--- src/rtl/fpba_pkg.sv ---
// shared types and constants for the fit-policy block allocator
package fpba_pkg;

    // widths fixed by the request and result fields
    localparam int AMOUNT_W  = 16;
    localparam int SLOT_W    = 4;
    localparam int COUNT_W   = 5;
    localparam int CFG_IDX_W = 1;
    // index carried along the chain, wide enough for the largest table
    localparam int TOK_IDX_W = 8;

    // request kinds
    localparam logic KIND_LOAD    = 1'b0;
    localparam logic KIND_REQUEST = 1'b1;

    // fit policies
    localparam logic POLICY_FIRST = 1'b0;
    localparam logic POLICY_BEST  = 1'b1;

    // register indexes
    localparam logic [CFG_IDX_W-1:0] REG_POLICY = 1'b0;
    localparam logic [CFG_IDX_W-1:0] REG_ACTIVE = 1'b1;

    // reset value of the active block count
    localparam logic [COUNT_W-1:0] ACTIVE_RESET = 5'd16;

    typedef enum logic {
        ST_IDLE,
        ST_SCAN
    } state_t;

    // search candidate travelling down the row of cells
    typedef struct packed {
        logic                  live;
        logic                  found;
        logic [TOK_IDX_W-1:0]  idx;
        logic [AMOUNT_W-1:0]   room;
    } scan_tok_t;

endpackage

--- src/rtl/fpba_cell.sv ---
// one table entry of the allocator with its stage of the search chain
module fpba_cell #(
    parameter int INDEX = 0
) (
    input  logic                            clk,
    input  logic                            rst_n,
    input  logic                            live_en,
    input  logic                            policy,
    input  logic [fpba_pkg::AMOUNT_W-1:0]   need,
    input  logic                            wr_en,
    input  logic [fpba_pkg::AMOUNT_W-1:0]   wr_data,
    input  fpba_pkg::scan_tok_t             tok_in,
    output fpba_pkg::scan_tok_t             tok_out
);

    logic [fpba_pkg::AMOUNT_W-1:0] room_reg;
    fpba_pkg::scan_tok_t           tok_reg;
    fpba_pkg::scan_tok_t           tok_next;
    logic                          fits;
    logic                          better;
    logic                          take;

    assign fits   = (room_reg >= need);
    // strict compare keeps the lower index on a tie
    assign better = !tok_in.found
                    || ((policy == fpba_pkg::POLICY_BEST) && (room_reg < tok_in.room));
    assign take   = tok_in.live && live_en && fits && better;

    always_comb
    begin
        tok_next = tok_in;
        if (take)
        begin
            tok_next.found = 1'b1;
            tok_next.idx   = fpba_pkg::TOK_IDX_W'(INDEX);
            tok_next.room  = room_reg;
        end
    end

    always_ff @(posedge clk or negedge rst_n)
    begin
        if (!rst_n)
        begin
            room_reg <= '0;
            tok_reg  <= '0;
        end
        else
        begin
            tok_reg <= tok_next;
            if (wr_en)
            begin
                room_reg <= wr_data;
            end
        end
    end

    assign tok_out = tok_reg;

endmodule

--- src/rtl/fit_policy_block_allocator_unit.sv ---
// top level of the fit-policy block allocator: control, row of cells, results
//
// usage
// - configuration: cfg_we writes cfg_data into register cfg_index (0 policy: 0
//   first/1 best fit; 1 active block count); user writes only while idle; not checked
// - a request is taken at a rising edge with start high and busy low
//   kind 0 loads amount into block slot, kind 1 asks for amount
// - every request gives exactly one result, shown for one cycle with done high;
//   granted, block_index and room_left are zero outside that cycle
// - a load answers in the cycle after it is taken and leaves busy low,
//   so loads can follow every cycle
// - an allocation passes the inject register, then the search candidate
//   moves one cell per cycle through all MAX_BLOCKS cells, then the chosen
//   cell is written back as the result is shown
// - busy falls in the cycle done is shown, so the next request can be taken
//   at the edge that ends it
// - reset clears all free sizes, selects first fit and sixteen active blocks
// - the receiver cannot stall; results must be taken when done is high
module fit_policy_block_allocator_unit #(
    parameter int MAX_BLOCKS = 16
) (
    input  logic                                clk,
    input  logic                                rst_n,
    input  logic                                cfg_we,
    input  logic [fpba_pkg::CFG_IDX_W-1:0]      cfg_index,
    input  logic [fpba_pkg::COUNT_W-1:0]        cfg_data,
    input  logic                                start,
    output logic                                busy,
    input  logic                                kind,
    input  logic [fpba_pkg::SLOT_W-1:0]         slot,
    input  logic [fpba_pkg::AMOUNT_W-1:0]       amount,
    output logic                                done,
    output logic                                granted,
    output logic [fpba_pkg::SLOT_W-1:0]         block_index,
    output logic [fpba_pkg::AMOUNT_W-1:0]       room_left
);

    fpba_pkg::state_t               state_reg;
    fpba_pkg::state_t               state_next;
    logic                           policy_reg;
    logic [fpba_pkg::COUNT_W-1:0]   active_reg;
    logic [fpba_pkg::AMOUNT_W-1:0]  need_reg;
    logic                           inject_reg;
    logic                           done_reg;
    logic                           done_next;
    logic                           granted_reg;
    logic                           granted_next;
    logic [fpba_pkg::SLOT_W-1:0]    block_index_reg;
    logic [fpba_pkg::SLOT_W-1:0]    block_index_next;
    logic [fpba_pkg::AMOUNT_W-1:0]  room_left_reg;
    logic [fpba_pkg::AMOUNT_W-1:0]  room_left_next;

    logic                           accept;
    logic                           load_we;
    logic                           alloc_go;
    logic                           write_back;
    logic [fpba_pkg::AMOUNT_W-1:0]  room_new;
    logic [fpba_pkg::AMOUNT_W-1:0]  wr_data;
    logic [MAX_BLOCKS-1:0]          live_bits;

    // tok[j] enters cell j, tok[MAX_BLOCKS] leaves the last cell
    fpba_pkg::scan_tok_t            tok [MAX_BLOCKS+1];
    fpba_pkg::scan_tok_t            tail;

    // fresh candidate enters the first cell the cycle after an allocation is taken
    always_comb
    begin
        tok[0]       = '0;
        tok[0].live  = inject_reg;
    end

    assign tail = tok[MAX_BLOCKS];

    // next state
    always_comb
    begin
        state_next = state_reg;
        unique case (state_reg)
            fpba_pkg::ST_IDLE:
            begin
                if (alloc_go)
                begin
                    state_next = fpba_pkg::ST_SCAN;
                end
            end
            fpba_pkg::ST_SCAN:
            begin
                if (tail.live)
                begin
                    state_next = fpba_pkg::ST_IDLE;
                end
            end
            default:
            begin
                state_next = fpba_pkg::ST_IDLE;
            end
        endcase
    end

    // control outputs
    always_comb
    begin
        busy     = 1'b0;
        unique case (state_reg)
            fpba_pkg::ST_IDLE: busy = 1'b0;
            fpba_pkg::ST_SCAN: busy = 1'b1;
            default:           busy = 1'b0;
        endcase
    end

    assign accept   = start && !busy;
    assign load_we  = accept && (kind == fpba_pkg::KIND_LOAD);
    assign alloc_go = accept && (kind == fpba_pkg::KIND_REQUEST);

    // candidate leaving the last cell decides the allocation
    assign write_back = tail.live && tail.found;
    assign room_new   = tail.room - need_reg;
    // loads happen only while idle, write-back only while scanning
    assign wr_data    = write_back ? room_new : amount;

    always_comb
    begin
        done_next        = load_we || tail.live;
        granted_next     = write_back;
        block_index_next = write_back ? tail.idx[fpba_pkg::SLOT_W-1:0] : '0;
        room_left_next   = write_back ? room_new : '0;
    end

    // row of cells, one per table entry
    for (genvar j = 0; j < MAX_BLOCKS; j++)
    begin : g_cell
        logic cell_live;
        logic cell_wr;

        assign cell_live    = (fpba_pkg::TOK_IDX_W'(j) < fpba_pkg::TOK_IDX_W'(active_reg));
        assign cell_wr      = (load_we
                               && (fpba_pkg::TOK_IDX_W'(slot) == fpba_pkg::TOK_IDX_W'(j)))
                              || (write_back && (tail.idx == fpba_pkg::TOK_IDX_W'(j)));
        assign live_bits[j] = tok[j+1].live;

        fpba_cell #(
            .INDEX (j)
        ) u_cell (
            .clk     (clk),
            .rst_n   (rst_n),
            .live_en (cell_live),
            .policy  (policy_reg),
            .need    (need_reg),
            .wr_en   (cell_wr),
            .wr_data (wr_data),
            .tok_in  (tok[j]),
            .tok_out (tok[j+1])
        );
    end

    always_ff @(posedge clk or negedge rst_n)
    begin
        if (!rst_n)
        begin
            state_reg       <= fpba_pkg::ST_IDLE;
            policy_reg      <= fpba_pkg::POLICY_FIRST;
            active_reg      <= fpba_pkg::ACTIVE_RESET;
            inject_reg      <= 1'b0;
            done_reg        <= 1'b0;
            granted_reg     <= 1'b0;
            block_index_reg <= '0;
            room_left_reg   <= '0;
        end
        else
        begin
            state_reg       <= state_next;
            inject_reg      <= alloc_go;
            done_reg        <= done_next;
            granted_reg     <= granted_next;
            block_index_reg <= block_index_next;
            room_left_reg   <= room_left_next;
            if (cfg_we)
            begin
                unique case (cfg_index)
                    fpba_pkg::REG_POLICY: policy_reg <= cfg_data[0];
                    fpba_pkg::REG_ACTIVE: active_reg <= cfg_data;
                    default:              active_reg <= active_reg;
                endcase
            end
        end
    end

    // requested size held for the whole scan
    always_ff @(posedge clk)
    begin
        if (alloc_go)
        begin
            need_reg <= amount;
        end
    end

    assign done        = done_reg;
    assign granted     = granted_reg;
    assign block_index = block_index_reg;
    assign room_left   = room_left_reg;

`ifndef NO_ASSERTIONS
    // at most one search candidate in the row of cells
    a_one_candidate: assert property (@(posedge clk) disable iff (!rst_n)
        $onehot0(live_bits))
        else $error("more than one search candidate in flight");

    // a result is never shown while a search is still running
    a_done_idle: assert property (@(posedge clk) disable iff (!rst_n)
        done |-> !busy)
        else $error("result shown while busy");

    // a grant only comes with a result strobe
    a_grant_strobe: assert property (@(posedge clk) disable iff (!rst_n)
        granted |-> done)
        else $error("grant without result strobe");

    // an allocation's result strobe follows the rise of busy after the full scan
    a_scan_latency: assert property (@(posedge clk) disable iff (!rst_n)
        $rose(busy) |-> ##(MAX_BLOCKS+1) done)
        else $error("allocation result missing at expected cycle");

    // nothing leaves the chain unless a search is running
    a_tail_busy: assert property (@(posedge clk) disable iff (!rst_n)
        tail.live |-> busy)
        else $error("candidate left the chain while idle");
`endif

endmodule
--- config.mk ---
export PLATFORM = sky130hd
export DESIGN_NAME = fit_policy_block_allocator_unit
export DESIGN_NICKNAME = d
export VERILOG_FILES = /design/src/rtl/fpba_pkg.sv /design/src/rtl/fpba_cell.sv /design/src/rtl/fit_policy_block_allocator_unit.sv
export SDC_FILE = /design/constraint.sdc
export NUM_CORES = 1
export LEC_CHECK = 0
export BUFFER_PORTS_ARGS = -buffer_cell sky130_fd_sc_hd__buf_2
export CAP_MARGIN = 20
export CORE_MARGIN = 10
export CORE_UTILIZATION = 60
export CTS_BUF_LIST = sky130_fd_sc_hd__clkbuf_8
export CTS_CLUSTER_DIAMETER = 100
export DETAILED_ROUTE_END_ITERATION = 8
export PLACE_DENSITY = 0.82
export SYNTH_ARGS = -nofsm -noshare
export SYNTH_HDL_FRONTEND = slang
export SYNTH_HIERARCHICAL = 1
export SYNTH_SLANG_ARGS = --single-unit
--- constraint.sdc ---
create_clock -name clk -period 2.9 [get_ports clk]
set_clock_uncertainty 0.15 [all_clocks]
set_input_delay 0.29 -clock clk [delete_from_list [all_inputs] [get_ports clk]]
set_output_delay 0.29 -clock clk [all_outputs]
set_load 0.05 [all_outputs]
==> impl_metrics.toml, run 1 <==
[outcome]
run_status = "complete, but fails checks"
violations = "negative setup slack"

[sta]
rsz0062_at_grt = "true"
worst_pin_slew_ns = 1.08
worst_slack_ns = -0.184
setup_viol = 318
drv_slew = 0
finalCriticalPeriod_ns = 3.08
slew_headroom_pct = 28.1
timing.final.crit_share_pct = 106
fmaxAchievable_ghz = 0.324
hold_viol = 0

[clock_tree]
worstSkewPairLatency_ns = 0.75
cts.path.max_buffers = 3
numCtsBuffers = 112
cts_tree = "yes"
cts.sinks = 718
cts-root-buf = "clkbuf_8"
clk_pin_slew_ns = 0.07
htree_levels = 3

[grt]
grt_use_total_pct = 28.1
grt_pass1_vias = 30000
grt_first_pass_wirelength_um = 170000
grt.overflow.total = 0
grt_start_max_net_pins = 100
antenna_found_initial = 2

[logic_synthesis]
synth_area_per_cell_um2 = 11.4
syn-cell-area_mm2 = 0.0399
synth_cell_types = 62
async_reset_ff_share_pct = 97.8
netlist.area_leader.share_pct = 44.0
synth_top_area_cell = "dfrtp_1"
synth_edf_count = 16
ys_seq_elements = 718
netlist_instances = 3503
ys_warn_count = 6
synthFlopType = "dfrtp_1"
ys_seq_area_share_pct = 45.2
synth_area_leaders = "dfrtp_1, ha_1, mux2_2, inv_1, mux2_4"

[critical_path]
worstSetupPathType = "flop to flop"
slowest_stage = "a311oi_2"
reg2reg_slack_ns = -0.18
worst_ep_arrival_time_ns = 3.59
crit_top_cell = "buf_6"
critPathRequiredTime_ns = 3.40
critPathMaxStageDelay_ns = 0.52
critPathMaxFanout = 8
crit_family = "compound AO/OA/AOI/OAI gates"
crit_chain = "buf_6 > inv_4 > ha_4 > nor2b_4 > o211ai_1 > a311oi_2 > o31ai_4 > a211oi_4 > buf_6 > buf_4 > mux2i_1"
cp-start-kind = "flop"
path_buf_inv = 4
cp-end-kind = "flop"

[pwr]
power.density_mw_per_mm2 = 884
irDropWorstVdd_v = 0.000513
finalPower_w = 0.0416
leakage_nw = 22.9

[finish]
largest_register_ffs = 416
multi_input_area_mm2 = 0.0202
seq_area_mm2 = 0.0180
final_area_mm2 = 0.0471
finalCoreUtilization_pct = 71.4
final_nets = 4448
final_common_cell = "dfrtp_1"
drive_gt1_share_pct = 27.9
syn2layout_area_growth_pct = 17.9
final_cell_mix = "dfrtp_1, inv_1, ha_1"
fill_cells = 4122

[floorplan]
core_area_mm2 = 0.0659
die_w_um = 278
fp-row-count = 94
initial_core_util_pct = 60.6
die_area_mm2 = 0.0772
dieHeight_um = 278
io_pins = 54

[route]
firstDrtPassIters = 8
ant_nets = 0
via_per_inst = 6.11
drc = 0
num_vias = 29700
drt_iter0_drc = 2640
routed_wl_um = 117000
post_drt_wl_per_cell_um = 24.0

[placement]
io_buffers = 53
dpl.hpwl_um = 77300
placed_area_mm2 = 0.0428
place.gp.congestion = 0.945

[flow_run]
drv_cap = 0

[worst_hold_path]
hp-class = "primary input to flop"
==> cells in the mapped netlist, drive strengths merged (3+ instances only) <==
cell	count
o31ai	16
o2111ai	18
or2	51
nand2b	8
nand3b	5
nor2	48
nand4	100
o211ai	18
inv	585
o21a	4
o21bai	4
clkbuf	25
nand2	157
a311oi	16
nand3	58
xnor2	3
mux2	487
o32ai	4
ha	512
or3	19
mux2i	18
nor3	21
a31oi	17
o21ai	95
o41a	16
dfrtp	701
a21o	47
a21oi	156
buf	47
and3	18
a221oi	17
nor2b	114
a211oi	48
a211o	3
edfxtp	16
o22ai	12
==> final timing paths <==
kind | startpoint | end | cells after the start
min | amount[13] | need_reg[13] | 2
max | need_reg[1] | g_cell[13].u_cell/tok_out[0] | 11
min in group asynchronous | rst_n | g_cell[4].u_cell/tok_out[13] | 3
max reg2reg | need_reg[1] | g_cell[13].u_cell/tok_out[0] | 11
max in group asynchronous | rst_n | g_cell[10].u_cell/tok_out[23] | 4
min reg2reg | g_cell[13].u_cell/tok_out[25] | g_cell[14].u_cell/tok_out[25] | 0
==> cell type report <==
class	count	area share [%]
Antenna cell	2	0.0106
Clock buffer	146	4.27
Clock inverter	64	0.912
Inverter	586	4.71
Multi-Input combinational cell	2167	42.8
Sequential cell	718	38.4
Tap cell	864	2.30
Timing Repair Buffer	319	6.63
==> repair_timing <==
item                                    CTS  global route
endpoints found under the setup margin  206           491
hold endpoints to repair                702             0
gates cloned                              3             7
hold buffers                             34             0
resized for setup                        64           176
setup buffers                            16            25
pin swaps                                23            41
==> kinds of logic after synthesis <==
logic type | count (synthesis) | synth area share, %
mux | 505 | 14.9
buf+inv | 658 | 6.84
fa+ha+maj | 513 | 16.1
simple gates | 605 | 7.99
other cells | 1 | 0.00940
xor+xnor | 5 | 0.110
compound gates | 498 | 8.82
flops | 718 | 45.2
==> power breakdown <==
part / switching, W / internal [W] / leakage [nW]
Sequential: 0.00292 / 0.0133 / 8.44
Combinational: 0.00862 / 0.00759 / 13.1
Clock: 0.00419 / 0.00497 / 1.39
==> metrics by stage <==
stage / worst slack [ns] / hold WS (ns) / instances / TNS, ns
final: -0.184 / 0.138 / 4866 / -21.46
after global placement: -0.0415 / 0.132 / 4578 / -0.863
after global routing: -0.278 / 0.137 / 4865 / -51.05
after detailed placement: -0.176 / 0.124 / 4578 / -6.81
after floorplan: 0.0271 / -0.156 / 3543 / 0
after CTS: -0.0470 / 0.0999 / 4840 / -0.904
==> routing by layer <==
metal	wire, um	track usage (%)	vias up
li1	-	-	13000
met1	44200	34.7	14700
met2	53500	44.9	1490
met3	10100	6.15	586
met4	8940	16.5	2
met5	11	0	-
==> worst register-to-register path, stage by stage (launching register included) <==
cell and delay (ns):
edfxtp_1 0.46, buf_6 0.18, inv_4 0.05, ha_4 0.25, nor2b_4 0.12, o211ai_1 0.12, a311oi_2 0.52, o31ai_4 0.16
a211oi_4 0.37, buf_6 0.23, buf_4 0.14, mux2i_1 0.23
Note: power is estimated with default switching activity, not from simulation.
==> run 2, diff against run 1 <==
--- a/config.mk
+++ b/config.mk
@@ -7,7 +7,6 @@
 export LEC_CHECK = 0
 export BUFFER_PORTS_ARGS = -buffer_cell sky130_fd_sc_hd__buf_2
 export CAP_MARGIN = 20
-export CORE_MARGIN = 10
 export CORE_UTILIZATION = 60
 export CTS_BUF_LIST = sky130_fd_sc_hd__clkbuf_8
 export CTS_CLUSTER_DIAMETER = 100
==> constraint.sdc (replaced) <==
create_clock -name clk -period 2.9 [get_ports clk]
set_clock_uncertainty 0.15 [all_clocks]
set_input_delay 0.29 -clock clk [delete_from_list [all_inputs] [get_ports clk]]
set_output_delay 0.29 -clock clk [all_outputs]
set_load 0.005 [all_outputs]
==> impl_metrics.toml, run 2 (synthesis results as in run 1) <==
[outcome]
run_status = "complete, but fails checks"
violations = "negative setup slack"

[clock_tree]
worstSkewPairLatency_ns = 0.74
cts.sinks = 718
htree_levels = 3
cts.path.max_buffers = 3
numCtsBuffers = 114
cts-root-buf = "clkbuf_8"
clk_pin_slew_ns = 0.07
cts_tree = "yes"

[pwr]
finalPower_w = 0.0420
leakage_nw = 23.0
irDropWorstVdd_v = 0.000567
power.density_mw_per_mm2 = 883

[grt]
grt_pass1_vias = 30600
grt.overflow.total = 0
antenna_found_initial = 5
grt_use_total_pct = 33.0
grt_start_max_net_pins = 95
grt_first_pass_wirelength_um = 170000

[route]
routed_wl_um = 118000
via_per_inst = 6.18
post_drt_wl_per_cell_um = 24.2
drc = 0
ant_nets = 0
drt_iter0_drc = 2930
num_vias = 30100
firstDrtPassIters = 8

[worst_hold_path]
hp-class = "primary input to flop"

[sta]
timing.final.crit_share_pct = 106
setup_viol = 325
worst_pin_slew_ns = 1.17
fmaxAchievable_ghz = 0.325
finalCriticalPeriod_ns = 3.08
slew_headroom_pct = 22.2
hold_viol = 0
worst_slack_ns = -0.180
rsz0062_at_grt = "true"
fin_tns_setup_ns = -23.72
hold_ws_ns = 0.0698
drv_slew = 0

[floorplan]
die_w_um = 260
io_pins = 54
dieHeight_um = 260
core_area_mm2 = 0.0657
die_area_mm2 = 0.0675
fp-row-count = 94
initial_core_util_pct = 60.7

[finish]
drive_gt1_share_pct = 28.7
final_common_cell = "dfrtp_1"
final_area_mm2 = 0.0476
largest_register_ffs = 416
syn2layout_area_growth_pct = 19.3
final_nets = 4464
final_cell_mix = "dfrtp_1, inv_1, ha_1"

[placement]
place.gp.congestion = 0.959
placed_area_mm2 = 0.0430
dpl.hpwl_um = 75800
io_buffers = 53

[critical_path]
worst_ep_arrival_time_ns = 3.52
critPathMaxFanout = 8
cp-end-kind = "flop"
worstSetupPathType = "flop to flop"
critPathRequiredTime_ns = 3.34
cp-start-kind = "flop"

[flow_run]
drv_cap = 0
run 2: changes by cell type in the layout (fill, tap and decap cells not counted), moves of 6 or more:
cell / before / now
ha_4: 13 / 29
mux2_2: 334 / 358
clkinv_2: 23 / 17
buf_12: 36 / 52
ha_1: 496 / 481
inv_2: 2 / 8
inv_1: 607 / 600
mux2_4: 150 / 126
run 2: power by group:
part | switching [W] | internal [W] | total, W
clock network | 0.00416 | 0.00538 | 0.00955
logic | 0.00850 | 0.00776 | 0.0163
registers | 0.00294 | 0.0133 | 0.0162
total | 0.0156 | 0.0264 | 0.0420
run 2: worst paths after layout:
kind | cells after the start | from | end | slack [ns]
setup reg to reg | 12 | need_reg[1] | g_cell[11].u_cell/tok_out[2] | -0.18
max in group asynchronous | 4 | rst_n | g_cell[14].u_cell/tok_out[13] | 0.84
min in group asynchronous | 3 | rst_n | g_cell[15].u_cell/tok_out[15] | 0.52
setup / recovery | 12 | need_reg[1] | g_cell[11].u_cell/tok_out[2] | -0.18
hold / removal | 4 | kind | done | 0.07
hold reg to reg | 0 | g_cell[5].u_cell/tok_out[25] | g_cell[6].u_cell/tok_out[25] | 0.24
run 2: repair_timing:
item	in CTS	in global routing
hold buffers	33	0
cloned	3	8
pin swaps	17	49
resized for setup	42	193
buffers inserted	16	38
endpoints found under the hold margin	676	0
endpoints found under the setup margin	212	431
run 2: final cells by class:
class | count | area, um2
multi-input cells | 2167 | 20300
diodes | 2 | 5.00
clock inverters | 57 | 490
flip-flops and latches | 718 | 18000
fillers | 3913 | 18100
clock buffers | 149 | 2050
inverters | 586 | 2210
repair buffers | 333 | 3410
well taps | 864 | 1080
run 2: worst max-delay path: stages, from the launching register on:
cell	delay, ns
edfxtp_1	0.43
buf_6	0.15
clkbuf_16	0.13
inv_1	0.04
ha_1	0.28
and3_1	0.15
o21ai_0	0.09
a311oi_1	0.35
o31ai_1	0.14
buf_4	0.17
a211oi_4	0.24
buf_4	0.24
mux2_2	0.35
run 2: layer usage:
metal  vias to the layer above  track usage, %  wire length, um
met5                         -               0               22
met4                         4            21.6             9120
met3                       617            7.56            11300
met2                      1677            52.3            53900
met1                     14900            40.5            43600
li1                      13000               -                -
run 2: through the flow:
step | setup slack (ns) | cells | utilization [%]
4_1_cts | -0.0346 | 4836 | 70.3
3_5_place_dp | -0.133 | 4578 | 65.4
2_1_floorplan | 0.0271 | 3543 | -
5_1_grt | -0.232 | 4875 | 72.4
3_3_place_gp | -0.0434 | 4578 | 65.4
6_report | -0.180 | 4876 | 72.4
